## config.mk

```make
export PLATFORM = sky130hd
export DESIGN_NAME = utf8_stream_sanitizer
export DESIGN_NICKNAME = d
export VERILOG_FILES = /design/src/rtl/core/usv_pkg.sv /design/src/rtl/core/usv_front.sv /design/src/rtl/core/usv_queue.sv /design/src/rtl/core/usv_back.sv /design/src/rtl/core/utf8_stream_sanitizer.sv
export SDC_FILE = /design/constraint.sdc
export NUM_CORES = 1
export LEC_CHECK = 0
export BUFFER_PORTS_ARGS = -buffer_cell sky130_fd_sc_hd__buf_2
export CORE_AREA = 2 2 168 170
export DETAILED_ROUTE_END_ITERATION = 8
export DIE_AREA = 0 0 170 172
export SLEW_MARGIN = 30
export SYNTH_ARGS = -nofsm -noshare
export SYNTH_HDL_FRONTEND = slang
export SYNTH_SLANG_ARGS = --single-unit
```

## constraint.sdc

```tcl
create_clock -name clk -period 3.35 [get_ports clk]
set_input_delay 0.335 -clock clk [delete_from_list [all_inputs] [get_ports clk]]
set_output_delay 0.335 -clock clk [all_outputs]
set_load 0.005 [all_outputs]
```

## src/rtl/core/usv_pkg.sv

```systemverilog
// Package: shared types and constants for the UTF-8 stream sanitizer.
`timescale 1ns / 1ps

package usv_pkg;

  // Queue between front and back
  localparam int QueueDepth = 4;
  localparam int QueuePtrW  = $clog2(QueueDepth);
  localparam int QueueCntW  = $clog2(QueueDepth + 1);

  // Depth of the held sequence store (lead plus up to two continuations)
  localparam int HeldDepth = 3;

  // Byte class patterns
  localparam logic [1:0] ContTag  = 2'b10;
  localparam logic [2:0] Lead2Tag = 3'b110;
  localparam logic [3:0] Lead3Tag = 4'b1110;
  localparam logic [4:0] Lead4Tag = 5'b11110;

  // Sequence lengths; zero means no sequence open
  localparam logic [2:0] SeqNone = 3'd0;
  localparam logic [2:0] SeqLen2 = 3'd2;
  localparam logic [2:0] SeqLen3 = 3'd3;
  localparam logic [2:0] SeqLen4 = 3'd4;

  // One input transaction
  typedef struct packed {
    logic [7:0] in_byte;
    logic       in_final;
  } item_t;

  // One result transaction
  typedef struct packed {
    logic [7:0] out_byte;
    logic       has_byte;
    logic       run_last;
    logic       string_end;
  } result_t;

  // All results caused by one input item, as one queue entry
  typedef struct packed {
    logic [3:0][7:0] bytes;     // bytes in emit order, index 0 first
    logic [1:0]      last_idx;  // index of the last result
    logic            has_byte;  // zero for a bare end marker
    logic            fin;       // last result closes the string
  } burst_t;

endpackage

```

## src/rtl/core/usv_front.sv

```systemverilog
// Front end: classifies input bytes, tracks the open sequence, builds bursts.
`timescale 1ns / 1ps

module usv_front import usv_pkg::*; (
  input  logic   clk,
  input  logic   rst,
  input  logic   accept,
  input  item_t  item,
  output logic   burst_valid,
  output burst_t burst
);

  logic [7:0] held_bytes      [HeldDepth];
  logic [7:0] held_bytes_next [HeldDepth];
  logic [1:0] held_count, held_count_next;
  logic [2:0] exp_len, exp_len_next;

  logic [7:0] b;
  logic       is_cont;
  logic       judge;
  logic       complete;

  assign b        = item.in_byte;
  assign is_cont  = (b[7:6] == ContTag);
  assign complete = (({1'b0, held_count} + 3'd1) >= exp_len);

  // Sequence tracking and burst assembly
  always_comb begin
    for (int i = 0; i < HeldDepth; i++) begin
      held_bytes_next[i] = held_bytes[i];
    end
    held_count_next = held_count;
    exp_len_next    = exp_len;
    judge           = 1'b1;
    burst_valid     = 1'b0;
    burst           = '0;

    if (exp_len != SeqNone) begin
      if (is_cont) begin
        judge = 1'b0;
        if (complete) begin
          // emit the held bytes followed by this one
          for (int i = 0; i < HeldDepth; i++) begin
            burst.bytes[i] = held_bytes[i];
          end
          burst.bytes[held_count] = b;
          burst.last_idx          = held_count;
          burst.has_byte          = 1'b1;
          burst_valid             = 1'b1;
          held_count_next         = 2'd0;
          exp_len_next            = SeqNone;
        end else if (held_count != 2'd3) begin
          for (int i = 0; i < HeldDepth; i++) begin
            if (2'(i) == held_count) begin
              held_bytes_next[i] = b;
            end
          end
          held_count_next = held_count + 2'd1;
        end else begin
          held_count_next = 2'd0;
          exp_len_next    = SeqNone;
        end
      end else begin
        // broken sequence: discard and judge this byte afresh
        held_count_next = 2'd0;
        exp_len_next    = SeqNone;
      end
    end

    if (judge) begin
      if (!b[7]) begin
        burst.bytes[0] = b;
        burst.last_idx = 2'd0;
        burst.has_byte = 1'b1;
        burst_valid    = 1'b1;
      end else if (b[7:5] == Lead2Tag) begin
        held_bytes_next[0] = b;
        held_count_next    = 2'd1;
        exp_len_next       = SeqLen2;
      end else if (b[7:4] == Lead3Tag) begin
        held_bytes_next[0] = b;
        held_count_next    = 2'd1;
        exp_len_next       = SeqLen3;
      end else if (b[7:3] == Lead4Tag) begin
        held_bytes_next[0] = b;
        held_count_next    = 2'd1;
        exp_len_next       = SeqLen4;
      end
    end

    // end of string: drop any open sequence, mark the last result
    if (item.in_final) begin
      held_count_next = 2'd0;
      exp_len_next    = SeqNone;
      if (!burst_valid) begin
        burst.bytes    = '0;
        burst.last_idx = 2'd0;
        burst.has_byte = 1'b0;
        burst_valid    = 1'b1;
      end
      burst.fin = 1'b1;
    end
  end

  // Sequence state
  always_ff @(posedge clk) begin
    if (rst) begin
      held_count <= 2'd0;
      exp_len    <= SeqNone;
    end else if (accept) begin
      held_count <= held_count_next;
      exp_len    <= exp_len_next;
    end
  end

  // Held bytes carry no reset; only entries written since the lead are read
  always_ff @(posedge clk) begin
    if (accept) begin
      for (int i = 0; i < HeldDepth; i++) begin
        held_bytes[i] <= held_bytes_next[i];
      end
    end
  end

endmodule

```

## src/rtl/core/usv_queue.sv

```systemverilog
// Burst queue between the front end and the back end.
`timescale 1ns / 1ps

module usv_queue import usv_pkg::*; (
  input  logic   clk,
  input  logic   rst,
  input  logic   wr,
  input  burst_t wr_data,
  output logic   full,
  input  logic   rd,
  output logic   nonempty,
  output burst_t rd_data
);

  burst_t                mem [QueueDepth];
  logic [QueuePtrW-1:0]  wr_ptr, rd_ptr;
  logic [QueueCntW-1:0]  count;
  logic                  do_wr, do_rd;

  assign full     = (count == QueueCntW'(QueueDepth));
  assign nonempty = (count != '0);
  assign do_wr    = wr && !full;
  assign do_rd    = rd && nonempty;
  assign rd_data  = mem[rd_ptr];

  // Pointers and occupancy
  always_ff @(posedge clk) begin
    if (rst) begin
      wr_ptr <= '0;
      rd_ptr <= '0;
      count  <= '0;
    end else begin
      if (do_wr) begin
        wr_ptr <= wr_ptr + QueuePtrW'(1);
      end
      if (do_rd) begin
        rd_ptr <= rd_ptr + QueuePtrW'(1);
      end
      if (do_wr && !do_rd) begin
        count <= count + QueueCntW'(1);
      end else if (do_rd && !do_wr) begin
        count <= count - QueueCntW'(1);
      end
    end
  end

  // Entry storage
  always_ff @(posedge clk) begin
    if (do_wr) begin
      mem[wr_ptr] <= wr_data;
    end
  end

endmodule

```

## src/rtl/core/usv_back.sv

```systemverilog
// Back end: expands each burst into single results behind an output register.
`timescale 1ns / 1ps

module usv_back import usv_pkg::*; (
  input  logic    clk,
  input  logic    rst,
  input  logic    q_nonempty,
  input  burst_t  q_data,
  output logic    q_rd,
  input  logic    pop,
  output logic    empty,
  output result_t result
);

  logic       out_valid;
  result_t    out_data;
  logic [1:0] idx;
  logic       load;
  logic       at_last;

  assign load    = q_nonempty && (!out_valid || pop);
  assign at_last = (idx == q_data.last_idx);
  assign q_rd    = load && at_last;
  assign empty   = !out_valid;
  assign result  = out_data;

  // Output register and burst index
  always_ff @(posedge clk) begin
    if (rst) begin
      out_valid <= 1'b0;
      idx       <= 2'd0;
    end else begin
      if (load) begin
        out_valid <= 1'b1;
        idx       <= at_last ? 2'd0 : idx + 2'd1;
      end else if (pop) begin
        out_valid <= 1'b0;
      end
    end
  end

  // Result payload
  always_ff @(posedge clk) begin
    if (load) begin
      out_data.out_byte   <= q_data.bytes[idx];
      out_data.has_byte   <= q_data.has_byte;
      out_data.run_last   <= at_last;
      out_data.string_end <= at_last && q_data.fin;
    end
  end

endmodule

```

## src/rtl/core/utf8_stream_sanitizer.sv

```systemverilog
// Top level: UTF-8 stream sanitizer, front end, burst queue and back end.
`timescale 1ns / 1ps

//  channel   handshake       payload            transaction when
//  input     push / full     item   (item_t)    push && !full
//  result    empty / pop     result (result_t)  pop && !empty
//
//  An input byte is taken every cycle while the burst queue has room.
//  Results leave one per cycle while pop is high; a completed sequence gives up to four.
//  Output rate is set by the back end, one result per cycle while pop is high.
//  A result passes through the burst queue and then the output register before it is on the ports.
//  rst is synchronous; it clears the open sequence, queue and output register.
//  A stalled result side fills the four-entry queue, then full rises.

module utf8_stream_sanitizer import usv_pkg::*; (
  input  logic    clk,
  input  logic    rst,
  input  logic    push,
  output logic    full,
  input  item_t   item,
  output logic    empty,
  input  logic    pop,
  output result_t result
);

  logic   accept;
  logic   burst_valid;
  burst_t burst;
  logic   q_nonempty;
  logic   q_rd;
  burst_t q_data;

  assign accept = push && !full;

  usv_front u_front (
    .clk         (clk),
    .rst         (rst),
    .accept      (accept),
    .item        (item),
    .burst_valid (burst_valid),
    .burst       (burst)
  );

  usv_queue u_queue (
    .clk      (clk),
    .rst      (rst),
    .wr       (accept && burst_valid),
    .wr_data  (burst),
    .full     (full),
    .rd       (q_rd),
    .nonempty (q_nonempty),
    .rd_data  (q_data)
  );

  usv_back u_back (
    .clk        (clk),
    .rst        (rst),
    .q_nonempty (q_nonempty),
    .q_data     (q_data),
    .q_rd       (q_rd),
    .pop        (pop),
    .empty      (empty),
    .result     (result)
  );

endmodule

```

==> summary.txt, run 1 <==
Global Route Usage Sum: 11.5%
Final Max Tran Viols: 0
Clk_lat worst skew: 0.43 ns
Detail Placement HPWL: 9650 µm
# DRC: 0
RSZ-0062 raised after global routing: no
#FFs+latches synth: 196
Share of the synthesized area in the top cell type: 66.1%
Signal arrival time at the worst endpoint: 3.52 ns
LEAKAGE: 0.00308 µW
Setup TNS: 0 ns
Synthesized area: 8130 µm²
Critical path endpoint category: flip-flop
Die Footprint: 29200 µm²
Antenna violations before repair: 0
Largest net degree at the start of global routing: 37
PnR Total Power: 6190 µW
Crit path max-delay family: adder cells
Fill count: 2601
Hold depth: 1
Ant diodes: 0
Row count: 61
Fmax: 0.316 GHz
Hold Crit Class: input port to flip-flop
Core area: 27500 µm²
Reg2reg path depth: 13
EDFF count, synth: 179
Critical path's slowest cell: fa_1
Avg WL per Cell: 18.7 µm
Final nets: 518
Number of global-route vias before repair: 4393
Distinct cell type count of the synthesized netlist: 52
Most frequent cells in the layout: edfxtp_1 (179), mux4_2 (40), nor2_1 (34), buf_2 (25), mux2i_1 (19)
CP Depth: 13
Area growth, synth to finish: 14.7%
Max H-tree Level: 4
Starting Density: 29.6%
Number of DRC markers in iteration 0: 253
Footprint of the multi-input gates: 2260 µm²
Worst-path clk slew: 0.07 ns
Relative slew slack: 52.7%
Vias/cell: 4.80
PD cells: 664 nW/µm²
Status: complete, no violations
CP most frequent cell: ha_1
WL final: 15900 µm
Crit-path max cell delay: 0.43 ns
Minimum clock period: 3.16 ns
Top cells by area, synth: edfxtp_1 (66%), mux4_2 (11%), dfxtp_1 (4.2%), mux2i_1 (2.3%), ha_1 (2.2%)
Setup Crit Path Kind: flip-flop to flip-flop
Synth area leader: edfxtp_1
Max clock buf depth: 2
Worst VDD drop: 0.373 mV
CTS buffer count: 17
Setup slack, reg-to-reg: 0.19 ns
Via count: 4079
Worst-path fanout max: 7
CTS root buf: clkbuf_16
Critical path launch point type: flip-flop
Sum of buffers and inverters on the critical path: 2
CTS tree: done
Max-Cap Viols: 0
Post-route ant nets: 0
Number of clock sinks: 196
Die width: 170 µm
Grt total ovfl: 0
Hold EP: u_front.held_bytes[0][8]
Layout cells sized above 1: 24.5%
Syn Area/Cell: 18.1 µm²
Most common cell after layout, fill and taps aside: edfxtp_1
Seq/Total Area, Yosys: 70.3%
Ports: 26
# setup viols final: 0
Register Area: 5720 µm²
Required @ worst endpoint: 3.71 ns
Hold buffers post-CTS: 0
DRT Pass-1 Iters: 5
DIE HEIGHT: 172 µm
Final setup skew: 0.0144 ns
Crit share post-route: 94.4%
FF-to-FF Start: u_front.held_count[1]
Syn Inst Count: 449
IO Port Bufs: 25
Fin. Hold Viols: 0
Most used DFF post-synth: edfxtp_1
End of the worst register-to-register path: u_queue.count[2]
Synth async-reset ratio: 0%
Slew @ Worst Pin: 0.708 ns
GP Congestion: 0.850
Warnings from Yosys: 0
Hold Crit Start: item[1]
First-pass GRT wire length: 24900 µm
CP cell instances: inv_1 > ha_1 > ha_1 > nand2_1 > o211ai_1 > nand2_1 > a31oi_4 > ha_1 > inv_1 > fa_1 > xor2_1 > or3_1 > a21oi_1
[stage by stage]
stage | area (µm²) | util [%] | hold slack [ns] | cells | setup slack, ns
after detailed placement | 8740 | 31.8 | 0.490 | 815 | 0.0136
final | 9330 | 33.9 | 0.183 | 849 | 0.188
after CTS | 9310 | 33.9 | 0.171 | 847 | 0.0424
after global routing | 9330 | 33.9 | 0.181 | 849 | 0.00951
after global placement | 8740 | 31.8 | 0.485 | 815 | 0.155
after floorplan | 8150 | - | 0.429 | 452 | 0.111
[area by class of cell]
cell class	count	share of cell area [%]
Inverter	15	0.604
Timing Repair Buffer	40	3.09
Clock buffer	19	4.64
Sequential cell	196	61.3
Clock inverter	13	1.46
Multi-Input combinational cell	220	24.3
Tap cell	346	4.64
[sequential cells by signal, summed over array words and instances (netlist names), named ones only]
name / cells
u_back.out_valid: 1
u_front.held_count: 2
u_back.idx: 2
u_queue.rd_ptr: 2
u_front.exp_len: 3
u_front.held_bytes: 24
u_back.result: 11
u_queue.count: 3
u_queue.mem: 144
u_queue.wr_ptr: 2
[how the worst max path moves through the flow]
stage	slack [ns]	endpoint	from
floorplan	0.11	u_queue.count[2]	u_front.held_count[0]
global placement	0.15	u_queue.count[2]	u_front.held_count[1]
detailed placement	0.01	u_queue.count[2]	u_front.held_count[1]
CTS	0.04	u_queue.count[2]	u_front.held_count[0]
global route	0.01	u_queue.count[2]	u_front.held_count[1]
finish	0.19	u_queue.count[2]	u_front.held_count[1]
[cell families (layout without fill, tap and decap cells)]
kind of cell	after synthesis	after routing	share of synthesized area [%]
AO/OA/AOI/OAI	41	41	3.63
XOR/XNOR	6	6	0.831
adder cells (fa/ha/maj)	15	15	2.40
buffers and inverters	36	87	2.06
AND/OR/NAND/NOR	87	87	5.51
other	1	4	0.0461
flip-flops	196	196	70.3
multiplexers	67	67	15.3
[synth_stat cells (2+ instances only)]
library cell,instances
and3_1,5
mux2i_1,19
nand2_1,12
o21ai_0,2
nand4_1,2
nor3b_2,2
dfxtp_1,17
mux4_2,40
clkbuf_1,12
edfxtp_1,179
a21oi_1,14
buf_6,4
xnor2_2,2
a22o_1,6
inv_1,15
buf_1,3
o41ai_1,2
nand2b_1,9
and2_1,10
a31oi_1,5
xor2_1,4
mux2_2,3
buf_2,2
ha_1,14
nor3_1,3
nor2_1,34
mux4_1,4
[report_power, final]
part | leakage [µW] | total [µW] | internal [µW] | switching (µW)
clock network | 0.000262 | 1960 | 1100 | 861
registers | 0.00183 | 3060 | 2970 | 88.8
logic | 0.000992 | 1180 | 546 | 633
[timing repair]
item | 4_1_cts | 5_1_grt
endpoints found under the hold margin | 0 | 0
setup endpoints to repair | 1 | 1
resized for setup | 1 | 1
buffers inserted | 0 | 2
pin swaps | 0 | 1
[per-layer routing]
layer / track usage [%] / vias up / share of wire (%)
li1: - / 1848 / -
met1: 14.3 / 2108 / 44
met2: 19.6 / 104 / 50
met3: 2.36 / 19 / 4.2
met4: 4.87 / 0 / 1.7
met5: 0 / - / 0
[worst register-to-register path: stages, from the launching register on]
cell      delay (ns)
dfxtp_2         0.40
inv_1           0.10
ha_1            0.30
ha_1            0.28
nand2_1         0.07
o211ai_1        0.22
nand2_1         0.14
a31oi_4         0.22
ha_1            0.22
inv_1           0.07
fa_1            0.43
xor2_1          0.18
or3_1           0.30
a21oi_1         0.15
(Power assumes the default switching activity.)
==> inputs of run 2 (changes only) <==
--- a/config.mk
+++ b/config.mk
@@ -9,6 +9,7 @@
 export CORE_AREA = 2 2 168 170
 export DETAILED_ROUTE_END_ITERATION = 8
 export DIE_AREA = 0 0 170 172
+export MAX_ROUTING_LAYER = met4
 export SLEW_MARGIN = 30
 export SYNTH_ARGS = -nofsm -noshare
 export SYNTH_HDL_FRONTEND = slang
==> run 2 against run 1 <==
  * Routed wire length is 0.21% higher
  * Final cell count stayed put
  * Final area stayed put
  * First-iteration DRC count is 2.4% higher
  * Critical path depth stayed put
  * Sequential cell count stayed put
  * Largest cell class unchanged
  * Clock skew is 0.0042 ns lower
  * Via count is 0.76% higher
  * Clock-buffer cell count stayed put
  * Maximum frequency is 0.78% lower
==> summary.txt, run 2 (same netlist as run 1, synthesis figures left out) <==
Number of DRC markers in iteration 0: 259
Worst Hold Slack: 0.190 ns
Status: complete, no violations
Starting Density: 29.6%
Grt total ovfl: 0
Final Max Tran Viols: 0
# setup viols final: 0
Via count: 4110
WL final: 15900 µm
Crit share post-route: 95.1%
Post-route ant nets: 0
Fill count: 2601
Core area: 27500 µm²
Critical path startpoint: u_front.held_count[1]
Number of clock sinks: 196
Crit-path max cell delay: 0.43 ns
GP Congestion: 0.864
CP cell instances: inv_1 > ha_1 > ha_1 > nand2_1 > o211ai_1 > nand2_1 > a31oi_4 > ha_1 > inv_1 > fa_1 > xor2_1 > or3_1 > a21oi_1
Area growth, synth to finish: 14.7%
Number of global-route vias before repair: 4401
Most frequent cells in the layout: edfxtp_1 (179), mux4_2 (40), nor2_1 (34), buf_2 (25), mux2i_1 (19)
CTS tree: done
DRT Pass-1 Iters: 6
Die width: 170 µm
Fin. Hold Viols: 0
Critical path's slowest cell: fa_1
Sum of buffers and inverters on the critical path: 2
# DRC: 0
Fmax: 0.314 GHz
Hold Crit Start: item[1]
IO Port Bufs: 25
Relative slew slack: 52.2%
Die Footprint: 29200 µm²
Max-Cap Viols: 0
DIE HEIGHT: 172 µm
Dpl cell area: 8740 µm²
Hold buffers post-CTS: 0
Register Area: 5720 µm²
CP most frequent cell: ha_1
PnR Total Power: 6190 µW
Post-route cell area: 9330 µm²
LEAKAGE: 0.00308 µW
Final core occ: 33.9%
Global Route Usage Sum: 11.9%
FF-to-FF Start: u_front.held_count[1]
Final setup skew: 0.0102 ns
First-pass GRT wire length: 24900 µm
Worst-path fanout max: 7
CTS root buf: clkbuf_16
Max FFs per register: 144
Layout cells sized above 1: 24.5%
CTS buffer count: 17
Row count: 61
Required @ worst endpoint: 3.71 ns
Critical path endpoint category: flip-flop
Critical path launch point type: flip-flop
Setup slack, reg-to-reg: 0.16 ns
Clk_lat worst skew: 0.43 ns
Avg WL per Cell: 18.8 µm
Hold Crit Class: input port to flip-flop
Max clock buf depth: 2
Final nets: 518
Ports: 26
Setup TNS: 0 ns
Most common cell after layout, fill and taps aside: edfxtp_1
Slew @ Worst Pin: 0.715 ns
Largest net degree at the start of global routing: 37
Ant diodes: 0
Minimum clock period: 3.19 ns
Max H-tree Level: 4
Antenna violations before repair: 0
RSZ-0062 raised after global routing: no
Vias/cell: 4.84
Footprint of the multi-input gates: 2260 µm²
Detail Placement HPWL: 9650 µm
Largest reg by FF count: u_queue.mem
Setup Crit Path Kind: flip-flop to flip-flop
Worst-path clk slew: 0.07 ns
Crit path max-delay family: adder cells
Worst VDD drop: 0.372 mV
PD cells: 664 nW/µm²
Signal arrival time at the worst endpoint: 3.54 ns
==> run 2: cell counts in the layout (fill, tap and decap cells not counted) <==
Identical to the previous run, type by type.
==> run 2: path summary, 6_finish.rpt <==
check	end	cells past startpoint
max	u_queue.count[2]	13
min reg2reg	u_front.exp_len[2]	2
max reg2reg	u_queue.count[2]	13
min	u_front.held_bytes[0][8]	1
==> run 2: per-stage QoR <==
step                      std cells  setup slack [ns]
after global placement          815             0.155
after floorplan                 452             0.111
after detailed placement        815            0.0136
after global routing            849           0.00943
final                           849             0.164
after CTS                       847            0.0424
==> run 2: cell type report <==
class,count,share of cell area [%]
tap,346,4.64
clock inverter,13,1.46
clock buffer,19,4.64
timing repair buffer,40,3.09
multi-input combinational,220,24.3
inverter,15,0.604
sequential,196,61.3
==> run 2: power breakdown <==
group,leakage (µW),internal (µW),total (µW),switching [µW]
clock,0.000262,1100,1950,859
combinational,0.000992,546,1180,632
sequential,0.00183,2970,3060,88.6
==> run 2: repair_timing <==
action,in CTS,in global routing
setup endpoints to repair,1,1
buffers inserted,0,2
resized for setup,1,1
pin swaps,0,1
endpoints found under the hold margin,0,0
==> run 2: routing by layer <==
| metal | vias up | wire (µm) | track usage [%] |
|---|---|---|---|
| li1 | 1848 | - | - |
| met1 | 2115 | 6990 | 14.4 |
| met2 | 126 | 7930 | 19.7 |
| met3 | 21 | 690 | 2.27 |
| met4 | 0 | 321 | 4.87 |
| met5 | - | 0 | - |
==> run 2: worst register-to-register path: cells and delay by family, from the launching register on <==
kind | cells | cell delay (ns)
and+or+nand+nor | 3 | 0.51
AOI/OAI and AO/OA | 3 | 0.59
xor gates and xnor gates | 1 | 0.18
adders and majority gates | 4 | 1.24
DFF | 1 | 0.40
buffers and inverters | 2 | 0.18
